--- src/rtl/core/dd_odo_pkg.sv ---
// ----------------------------------------------------------------------------
// dd_odo_pkg
// Shared types, constants and elaboration helpers for the wheel odometry core.
// ----------------------------------------------------------------------------
`default_nettype none

package dd_odo_pkg;

    // Rotation vector width: Q30 unit vector plus headroom, Q30 angle plus sign
    localparam int VEC_W = 34;

    // pi in Q60
    localparam logic [63:0] PI_Q60 = 64'h3243F6A8885A308D;

    localparam int CORDIC_STEPS_DEF    = 16;
    localparam int ANGLE_FRAC_BITS_DEF = 16;
    localparam int ATAN_DEPTH          = 24;

    typedef struct packed {
        logic signed [VEC_W-1:0] x;
        logic signed [VEC_W-1:0] y;
        logic signed [VEC_W-1:0] z;
    } cordic_vec_t;

    // atan(2^-i) in Q30, rounded
    localparam logic [31:0] ATAN_Q30 [ATAN_DEPTH] = '{
        32'd843314857, 32'd497837829, 32'd263043837, 32'd133525159,
        32'd67021687,  32'd33543516,  32'd16775851,  32'd8388437,
        32'd4194283,   32'd2097149,   32'd1048576,   32'd524288,
        32'd262144,    32'd131072,    32'd65536,     32'd32768,
        32'd16384,     32'd8192,      32'd4096,      32'd2048,
        32'd1024,      32'd512,       32'd256,       32'd128
    };

    // floor(sqrt(2^60 * prod(1 + 2^-2i))), the Q30 CORDIC magnitude growth
    function automatic logic [63:0] cordic_growth(input int steps);
        logic [63:0] prod;
        logic [63:0] rem;
        logic [63:0] res;
        logic [63:0] bitv;
        prod = 64'd1 << 60;
        for (int i = 0; i < ATAN_DEPTH; i++)
        begin
            if (i < steps)
            begin
                prod = prod + (prod >> (2 * i));
            end
        end
        rem  = prod;
        res  = 64'd0;
        bitv = 64'd1 << 62;
        for (int j = 0; j < 32; j++)
        begin
            if (bitv > rem)
            begin
                bitv = bitv >> 2;
            end
        end
        for (int j = 0; j < 32; j++)
        begin
            if (bitv != 64'd0)
            begin
                if (rem >= res + bitv)
                begin
                    rem = rem - (res + bitv);
                    res = (res >> 1) + bitv;
                end
                else
                begin
                    res = res >> 1;
                end
                bitv = bitv >> 2;
            end
        end
        return res;
    endfunction

endpackage

`default_nettype wire

--- src/rtl/core/dd_odo_cordic_cell.sv ---
// ----------------------------------------------------------------------------
// dd_odo_cordic_cell
// One rotation-mode CORDIC micro-rotation with a fixed shift, registered.
// ----------------------------------------------------------------------------
`default_nettype none

module dd_odo_cordic_cell #(
    parameter int          SHIFT = 0,
    parameter logic [31:0] ATAN  = 32'd0
) (
    input  wire                       clk,
    input  wire                       rst_n,
    input  wire                       in_valid,
    input  dd_odo_pkg::cordic_vec_t   in_vec,
    output logic                      out_valid,
    output dd_odo_pkg::cordic_vec_t   out_vec
);
    import dd_odo_pkg::*;

    localparam logic signed [VEC_W-1:0] ANG = VEC_W'(ATAN);

    logic        valid_reg;
    cordic_vec_t vec_reg;
    cordic_vec_t vec_next;

    always_comb
    begin
        if (!in_vec.z[VEC_W-1])
        begin
            vec_next.x = in_vec.x - (in_vec.y >>> SHIFT);
            vec_next.y = in_vec.y + (in_vec.x >>> SHIFT);
            vec_next.z = in_vec.z - ANG;
        end
        else
        begin
            vec_next.x = in_vec.x + (in_vec.y >>> SHIFT);
            vec_next.y = in_vec.y - (in_vec.x >>> SHIFT);
            vec_next.z = in_vec.z + ANG;
        end
    end

    always_ff @(posedge clk or negedge rst_n)
    begin
        if (!rst_n)
        begin
            valid_reg <= 1'b0;
        end
        else
        begin
            valid_reg <= in_valid;
        end
    end

    always_ff @(posedge clk)
    begin
        vec_reg <= vec_next;
    end

    assign out_valid = valid_reg;
    assign out_vec   = vec_reg;

endmodule

`default_nettype wire

--- src/rtl/core/dd_odo_cordic.sv ---
// ----------------------------------------------------------------------------
// dd_odo_cordic
// Quadrant fold plus a row of CORDIC cells giving cos and sin in Q30.
// ----------------------------------------------------------------------------
`default_nettype none

module dd_odo_cordic #(
    parameter int CORDIC_STEPS    = dd_odo_pkg::CORDIC_STEPS_DEF,
    parameter int ANGLE_FRAC_BITS = dd_odo_pkg::ANGLE_FRAC_BITS_DEF
) (
    input  wire                                        clk,
    input  wire                                        rst_n,
    input  wire                                        start,
    input  wire signed [ANGLE_FRAC_BITS+3:0]           angle,
    output logic                                       done,
    output logic signed [dd_odo_pkg::VEC_W-1:0]        cos_out,
    output logic signed [dd_odo_pkg::VEC_W-1:0]        sin_out
);
    import dd_odo_pkg::*;

    localparam int          ZW      = 35;
    localparam logic [63:0] GROWTH  = cordic_growth(CORDIC_STEPS);
    localparam logic [63:0] GAIN    = ((64'd1 << 60) + GROWTH / 64'd2) / GROWTH;
    localparam logic [63:0] PI30_64 = (PI_Q60 + (64'd1 << 29)) >> 30;
    localparam logic signed [ZW-1:0] PI30   = ZW'(PI30_64);
    localparam logic signed [ZW-1:0] HALF30 = ZW'(PI30_64 >> 1);

    logic signed [ZW-1:0] z_scaled;
    logic signed [ZW-1:0] z_fold;
    logic                 flip_next;
    logic                 flip_reg;
    logic                 load_reg;
    cordic_vec_t          load_vec_reg;

    cordic_vec_t          chain_vec   [CORDIC_STEPS+1];
    logic                 chain_valid [CORDIC_STEPS+1];

    assign z_scaled = ZW'(angle) <<< (30 - ANGLE_FRAC_BITS);

    always_comb
    begin
        priority if (z_scaled > HALF30)
        begin
            z_fold    = z_scaled - PI30;
            flip_next = 1'b1;
        end
        else if (z_scaled < -HALF30)
        begin
            z_fold    = z_scaled + PI30;
            flip_next = 1'b1;
        end
        else
        begin
            z_fold    = z_scaled;
            flip_next = 1'b0;
        end
    end

    always_ff @(posedge clk or negedge rst_n)
    begin
        if (!rst_n)
        begin
            load_reg <= 1'b0;
            flip_reg <= 1'b0;
        end
        else
        begin
            load_reg <= start;
            if (start)
            begin
                flip_reg <= flip_next;
            end
        end
    end

    always_ff @(posedge clk)
    begin
        if (start)
        begin
            load_vec_reg.x <= VEC_W'(GAIN);
            load_vec_reg.y <= '0;
            load_vec_reg.z <= VEC_W'(z_fold);
        end
    end

    assign chain_vec[0]   = load_vec_reg;
    assign chain_valid[0] = load_reg;

    for (genvar g = 0; g < CORDIC_STEPS; g++)
    begin : g_cell
        dd_odo_cordic_cell #(
            .SHIFT (g),
            .ATAN  (ATAN_Q30[g])
        ) u_cell (
            .clk       (clk),
            .rst_n     (rst_n),
            .in_valid  (chain_valid[g]),
            .in_vec    (chain_vec[g]),
            .out_valid (chain_valid[g+1]),
            .out_vec   (chain_vec[g+1])
        );
    end

    assign done    = chain_valid[CORDIC_STEPS];
    assign cos_out = flip_reg ? -chain_vec[CORDIC_STEPS].x : chain_vec[CORDIC_STEPS].x;
    assign sin_out = flip_reg ? -chain_vec[CORDIC_STEPS].y : chain_vec[CORDIC_STEPS].y;

endmodule

`default_nettype wire

--- config.mk ---
export PLATFORM = sky130hd
export DESIGN_NAME = dd_odo_cordic
export DESIGN_NICKNAME = d
export VERILOG_FILES = /design/src/rtl/core/dd_odo_pkg.sv /design/src/rtl/core/dd_odo_cordic_cell.sv /design/src/rtl/core/dd_odo_cordic.sv
export SDC_FILE = /design/constraint.sdc
export NUM_CORES = 2
export LEC_CHECK = 0
export BUFFER_PORTS_ARGS = -buffer_cell sky130_fd_sc_hd__buf_4
export CAP_MARGIN = 25
export CORE_ASPECT_RATIO = 0.6
export CORE_UTILIZATION = 40
export DETAILED_ROUTE_END_ITERATION = 10
export PLACE_DENSITY = 0.55
export SYNTH_ARGS = -nofsm -noshare
export SYNTH_HDL_FRONTEND = slang
export SYNTH_SLANG_ARGS = --single-unit
--- constraint.sdc ---
create_clock -name clk -period 8.05 [get_ports clk]
set_input_delay 1.61 -clock clk [delete_from_list [all_inputs] [get_ports clk]]
set_output_delay 1.61 -clock clk [all_outputs]
set_load 0.05 [all_outputs]
* Yosys cells after proc, flatten, opt, wreduce, memory -nomap -nowiden
Cells that the tools add are included.
Operators by class: multiply operators 0, magnitude comparators 2, shift-type cells 0, reduce and logical (&&, ||, !) cells 0, bitwise gates (word level) 0, $add $sub $neg 96, div/mod/pow operators 0, multiplexer cells 22, equal/unequal tests 0
Operators by type and width (number):
- $mux 102 | 15
- $mux 34 | 4
- $add 34x30->34 | 3
- $sub 34x30->34 | 3
- $add 34x19->34 | 2
- $add 34x20->34 | 2
- $add 34x21->34 | 2
- $add 34x22->34 | 2
- $add 34x22->34 const B | 2
- $add 34x23->34 | 2
- $add 34x24->34 | 2
- $add 34x25->34 | 2
- $add 34x26->34 | 2
- $add 34x27->34 | 2
- $add 34x28->34 | 2
- $add 34x29->34 | 2
- $add 34x31->34 | 2
- $add 34x32->34 | 2
- $mux 68 | 1
- $neg 34->34 | 2
- $sub 34x19->34 | 2
- $sub 34x20->34 | 2
- $sub 34x21->34 | 2
- $sub 34x22->34 | 2
- other kinds (45) | 56
Word-level totals: memories 0, input port bits 23, latch bits 0, bits in read-only memories 0, RAM bits 0, register bits after elaboration 1646

* Depth between registers and ports, before layout
depth after elaboration 3, gate-level depth with buffers 22, mapped depth without buffers 21

* Hierarchy
Synthesis repeated with hierarchy kept, for this count alone.
Unflattened totals: cell total of the unflattened synthesis 15943, area total of the unflattened synthesis 133047.6 um2
Modules (own cells, without submodules):
- dd_odo_cordic_cell (g_cell[0].u_cell) | times used 1, cells an instance 1245, seq. area each 2047.0 um2, area an instance 9743.1 um2
- dd_odo_cordic_cell (g_cell[4].u_cell) | times used 1, cells an instance 1074, seq. area each 2067.0 um2, area an instance 8893.5 um2
- dd_odo_cordic_cell (g_cell[1].u_cell) | times used 1, cells an instance 1097, seq. area each 2067.0 um2, area an instance 8817.2 um2
- dd_odo_cordic_cell (g_cell[2].u_cell) | times used 1, cells an instance 1063, seq. area each 2067.0 um2, area an instance 8607.0 um2
- dd_odo_cordic_cell (g_cell[9].u_cell) | times used 1, cells an instance 1016, seq. area each 2067.0 um2, area an instance 8431.8 um2
- dd_odo_cordic_cell (g_cell[6].u_cell) | times used 1, cells an instance 1004, seq. area each 2067.0 um2, area an instance 8404.3 um2
- dd_odo_cordic_cell (g_cell[7].u_cell) | times used 1, cells an instance 1009, seq. area each 2067.0 um2, area an instance 8403.1 um2
- dd_odo_cordic_cell (g_cell[5].u_cell) | times used 1, cells an instance 995, seq. area each 2067.0 um2, area an instance 8374.3 um2
- dd_odo_cordic_cell (g_cell[3].u_cell) | times used 1, cells an instance 995, seq. area each 2067.0 um2, area an instance 8311.7 um2
- dd_odo_cordic_cell (g_cell[8].u_cell) | times used 1, cells an instance 981, seq. area each 2067.0 um2, area an instance 8117.8 um2
- dd_odo_cordic_cell (g_cell[13].u_cell) | times used 1, cells an instance 890, seq. area each 2067.0 um2, area an instance 7639.8 um2
- dd_odo_cordic_cell (g_cell[12].u_cell) | times used 1, cells an instance 876, seq. area each 2067.0 um2, area an instance 7414.6 um2
- dd_odo_cordic_cell (g_cell[10].u_cell) | times used 1, cells an instance 842, seq. area each 2067.0 um2, area an instance 7273.2 um2
- dd_odo_cordic_cell (g_cell[15].u_cell) | times used 1, cells an instance 817, seq. area each 2067.0 um2, area an instance 7238.2 um2
- +3 rows

* Least setup slack after synthesis
Ideal clock, no wire load.
kind reg2out, from register g_cell[15].u_cell.vec_reg, in the netlist g_cell[15].u_cell.out_vec[68], to output port cos_out[28] (netlist bit), stages on the path, launching flop included 11, arrival 3.309 ns, setup slack 3.131 ns, required time 6.440 ns, path through dfxtp_1 -> inv_1 -> ha_1 -> nand2_1 -> or3_1 -> or3_4 -> or4_4 -> or3_4 -> or4b_4 -> o31ai_4 -> xnor2_1
Between the ends: cells in the longest elaborated chain, start to end 2
RTL lines:
- start, declared | line dd_odo_cordic_cell.sv:23 | cordic_vec_t vec_reg;
- start signal, assigned | line dd_odo_cordic_cell.sv:56 | vec_reg <= vec_next;
- $neg 34->34 | line dd_odo_cordic.sv:105 | assign cos_out = flip_reg ? -chain_vec[CORDIC_STEPS].x : chain_vec[CORDIC_STEPS].x;
- $mux 34 | line dd_odo_cordic.sv:105
- end, declared | line dd_odo_cordic.sv:16 | output logic signed [dd_odo_pkg::VEC_W-1:0] cos_out,
No other way between the ends.

* Final worst setup path
from register g_cell[15].u_cell.vec_reg, in the netlist g_cell[15].u_cell.out_vec[42], to output port sin_out[31] (netlist bit)
Between the ends: cells in the longest elaborated chain, start to end 2
RTL lines:
- $neg 34->34 | line dd_odo_cordic.sv:106 | assign sin_out = flip_reg ? -chain_vec[CORDIC_STEPS].y : chain_vec[CORDIC_STEPS].y;
- $mux 34 | line dd_odo_cordic.sv:106
- end, declared | line dd_odo_cordic.sv:17 | output logic signed [dd_odo_pkg::VEC_W-1:0] sin_out
No other way between the ends.

==> flow_summary.ini <==
[detailed_routing]
dr.pass1.iters = 5
wirelength_um = 335500
first_iter_violations = 9582
drc_errors = 0
ant_nets = 0
vias = 94651
viasPerCell = 5.684
routedWlPerCell_um = 20.15

[critical_path]
reg2reg_depth = 16
start_kind = register
cp.required_ps = 6440
path_cells = or4_1 -> or4_1 -> or4_1 -> or3_1 -> or2_1 -> o31ai_1 -> xnor2_1 -> buf_4
crit_type = reg -> out
cp_slowest_cell = or4_1
r2r_slack_ps = 2240
arrival_ps = 4230
max_stage_delay_ps = 640
crit_top_cell = or4_1
endpoint_kind = output port
path_max_fanout = 6
rr_startpoint = g_cell[2].u_cell.out_vec[40]$_DFF_P_
worstReg2RegEnd = g_cell[3].u_cell.out_vec[100]$_DFF_P_

[clocking]
cts_sinks = 1431
ctsResizeCount = 0
hold_buffers = 0
cts_tree = done
root_buffer = clkbuf_16
clk_latency_ps = 840
path_clk_slew_ps = 60
clockBufferDepth = 4
post_cts_buffers = 0
cts-buffers-inserted = 165
htree_levels = 4

[worst_hold_path]
hold-path-cell-count = 0
timing.hold.worst.class = reg -> reg
hold_path_end = g_cell[10].u_cell.out_vec[19]$_DFF_P_
holdCritStartpoint = g_cell[9].u_cell.out_vec[19]$_DFF_P_

[status]
run_status = finished, final reports clean

[sta]
fin_worst_skew_ps = 47.45
min_period_ps = 5839
rsz0062_at_grt = false
fmax_mhz = 171.3
setup_viol = 0
hold_viol = 0
slew_violations = 0
min_period_over_period = 0.7254
tightest_slew_ps = 1149
tns_ps = 0
slew_headroom = 0.2141

[yosys]
syn_avg_cell_area_um2 = 8.395
ys_types = 94
synthCells = 12850
yosys.area.top_type_share = 0.2580
synth_nets = 14264
yosys.area_share.simple = 0.1512
ys_top_cells_by_area = dfxtp_1 (26%), ha_1 (16%), xnor2_1 (10%)
synth_edf_count = 23
synth_ff_type = dfxtp_1
synth-compound-area-share = 0.2275
synthMuxAreaShare = 0.009476
synth_fa_ha_area_frac = 0.1641
synth_xor_area_frac = 0.1504
yosysSeqAreaShare = 0.2685
yosysWarnings = 0
ys_ff_latch = 1431
synth_top_family_by_area = compound AO/OA/AOI/OAI gates
synth_area_mm2 = 0.1079
async_reset_ff_frac = 0.01258
yosysTopAreaCell = dfxtp_1

[cells_and_area]
post-route-util = 0.4419
drive_above_1_share = 0.04428
fin_nets = 14367
final_cell_mix = a21oi_1 (1395), dfxtp_1 (1377), ha_1 (1351)
largest_register_ffs = 1390
areaGrowthSynthToFinish_pct = 9.698
final_common_cell = a21oi_1
stdcell_area_mm2 = 0.1183

[place]
postPlaceCellArea_mm2 = 0.1127
place_congestion = 0.9747
place_hpwl_um = 276100
port_buffers = 91

[global_route]
grt_first_pass_wirelength_um = 516600
grt_pass1_vias = 86435
grt_max_degree = 69
grt_use_total = 0.2392
gr-total-overflow = 0
antenna_found_initial = 13

[floorplan]
start_util = 0.4028
die_h_um = 404.3
pin_count = 92
dieArea_mm2 = 0.2718
row_count = 147
die_x_um = 672.4
core_area_mm2 = 0.2678

[flow_run]
cap_violations = 0
-- critical path: cells and delay by family, from the launching register on --
| kind | cells | cell delay, ps |
|---|---|---|
| AO/OA/AOI/OAI | 1 | 280 |
| XOR/XNOR | 1 | 160 |
| buffers and inverters | 1 | 220 |
| flip-flops | 1 | 320 |
| AND/OR/NAND/NOR | 5 | 2430 |
-- how the worst max path moves through the flow --
| stage | startpoint | slack (ps) | to | depth (start not counted) |
|---|---|---|---|---|
| global route | g_cell[15].u_cell.out_vec[42]$_DFF_P_ | 2040 | sin_out[31] | 8 |
| finish | g_cell[15].u_cell.out_vec[42]$_DFF_P_ | 2210 | sin_out[31] | 8 |
| CTS | g_cell[15].u_cell.out_vec[42]$_DFF_P_ | 2120 | sin_out[31] | 8 |
| detailed placement | g_cell[3].u_cell.out_vec[77]$_DFF_P_ | 2470 | g_cell[4].u_cell.out_vec[67]$_DFF_P_ | 17 |
| floorplan | g_cell[15].u_cell.out_vec[68]$_DFF_P_ | 3130 | cos_out[28] | 10 |
| global placement | g_cell[3].u_cell.out_vec[72]$_DFF_P_ | 2390 | g_cell[4].u_cell.out_vec[67]$_DFF_P_ | 21 |
-- logic make-up (layout without fill, tap and decap cells) --
| family | count (synthesis) | after routing |
|---|---|---|
| AOI/OAI and AO/OA | 3879 | 3879 |
| xor gates and xnor gates | 1853 | 1853 |
| adders and majority gates | 1391 | 1391 |
| buffers and inverters | 823 | 1048 |
| DFF | 1431 | 1431 |
| muxes | 97 | 97 |
| other | 1 | 2 |
| and+or+nand+nor | 3375 | 3375 |
-- cell usage after synthesis, types with 24 or more instances --
cell type and n:
a21oi_1 1395, fa_1 40, nand3_1 249, nor2_1 1125
o41ai_1 49, and3_1 101, xnor2_1 1257, a31o_2 24
and4_1 29, mux2i_1 56, and2_1 69, inv_1 595
a21boi_0 55, a31oi_1 140, nor4_1 91, o21a_1 208
nor3b_1 36, nand2b_1 177, nor2b_1 150, o21ai_0 635
dfxtp_1 1390, o31a_1 44, or2_2 35, nand4_1 80
nor3_1 354, or3_1 79, ha_1 1351, mux2_2 41
nand2_1 659, clkbuf_1 190, o211ai_1 66, or4_1 51
a211oi_1 128, o31ai_1 76, buf_1 31, a21o_1 570
a41oi_1 28, o21bai_1 159, o2111ai_1 25, a211o_1 34
xor2_1 596, nand3b_1 33
-- layout make-up --
| type | instances | area [um2] |
|---|---|---|
| Clock inverter | 71 | 887.1 |
| Inverter | 597 | 2241 |
| Clock buffer | 218 | 4693 |
| Timing Repair Buffer | 162 | 1234 |
| Fill cell | 26345 | 149500 |
| Antenna cell | 1 | 2.502 |
| Multi-Input combinational cell | 10596 | 75820 |
| Tap cell | 3576 | 4474 |
| Sequential cell | 1431 | 28990 |
-- metal layers --
| layer | global-route usage | wire length (um) | vias to the layer above |
|---|---|---|---|
| met2 | 0.2824 | 109500 | 2956 |
| met3 | 0.05381 | 30370 | 263 |
| met4 | 0.03228 | 4073 | 2 |
| met5 | 0 | 13 | - |
| li1 | - | - | 46477 |
| met1 | 0.4152 | 191600 | 44953 |
-- through the flow --
step	cells	hold slack, ps	worst slack, ps
4_1_cts	16648	327.0	2123
6_report	16652	324.9	2211
3_5_place_dp	16359	312.1	2469
5_1_grt	16651	332.5	2036
2_1_floorplan	12850	309.6	3131
3_3_place_gp	16355	313.1	2394
Power is not shown: default switching activity piles up to over one toggle a cycle in this logic, so the estimate is an artifact.
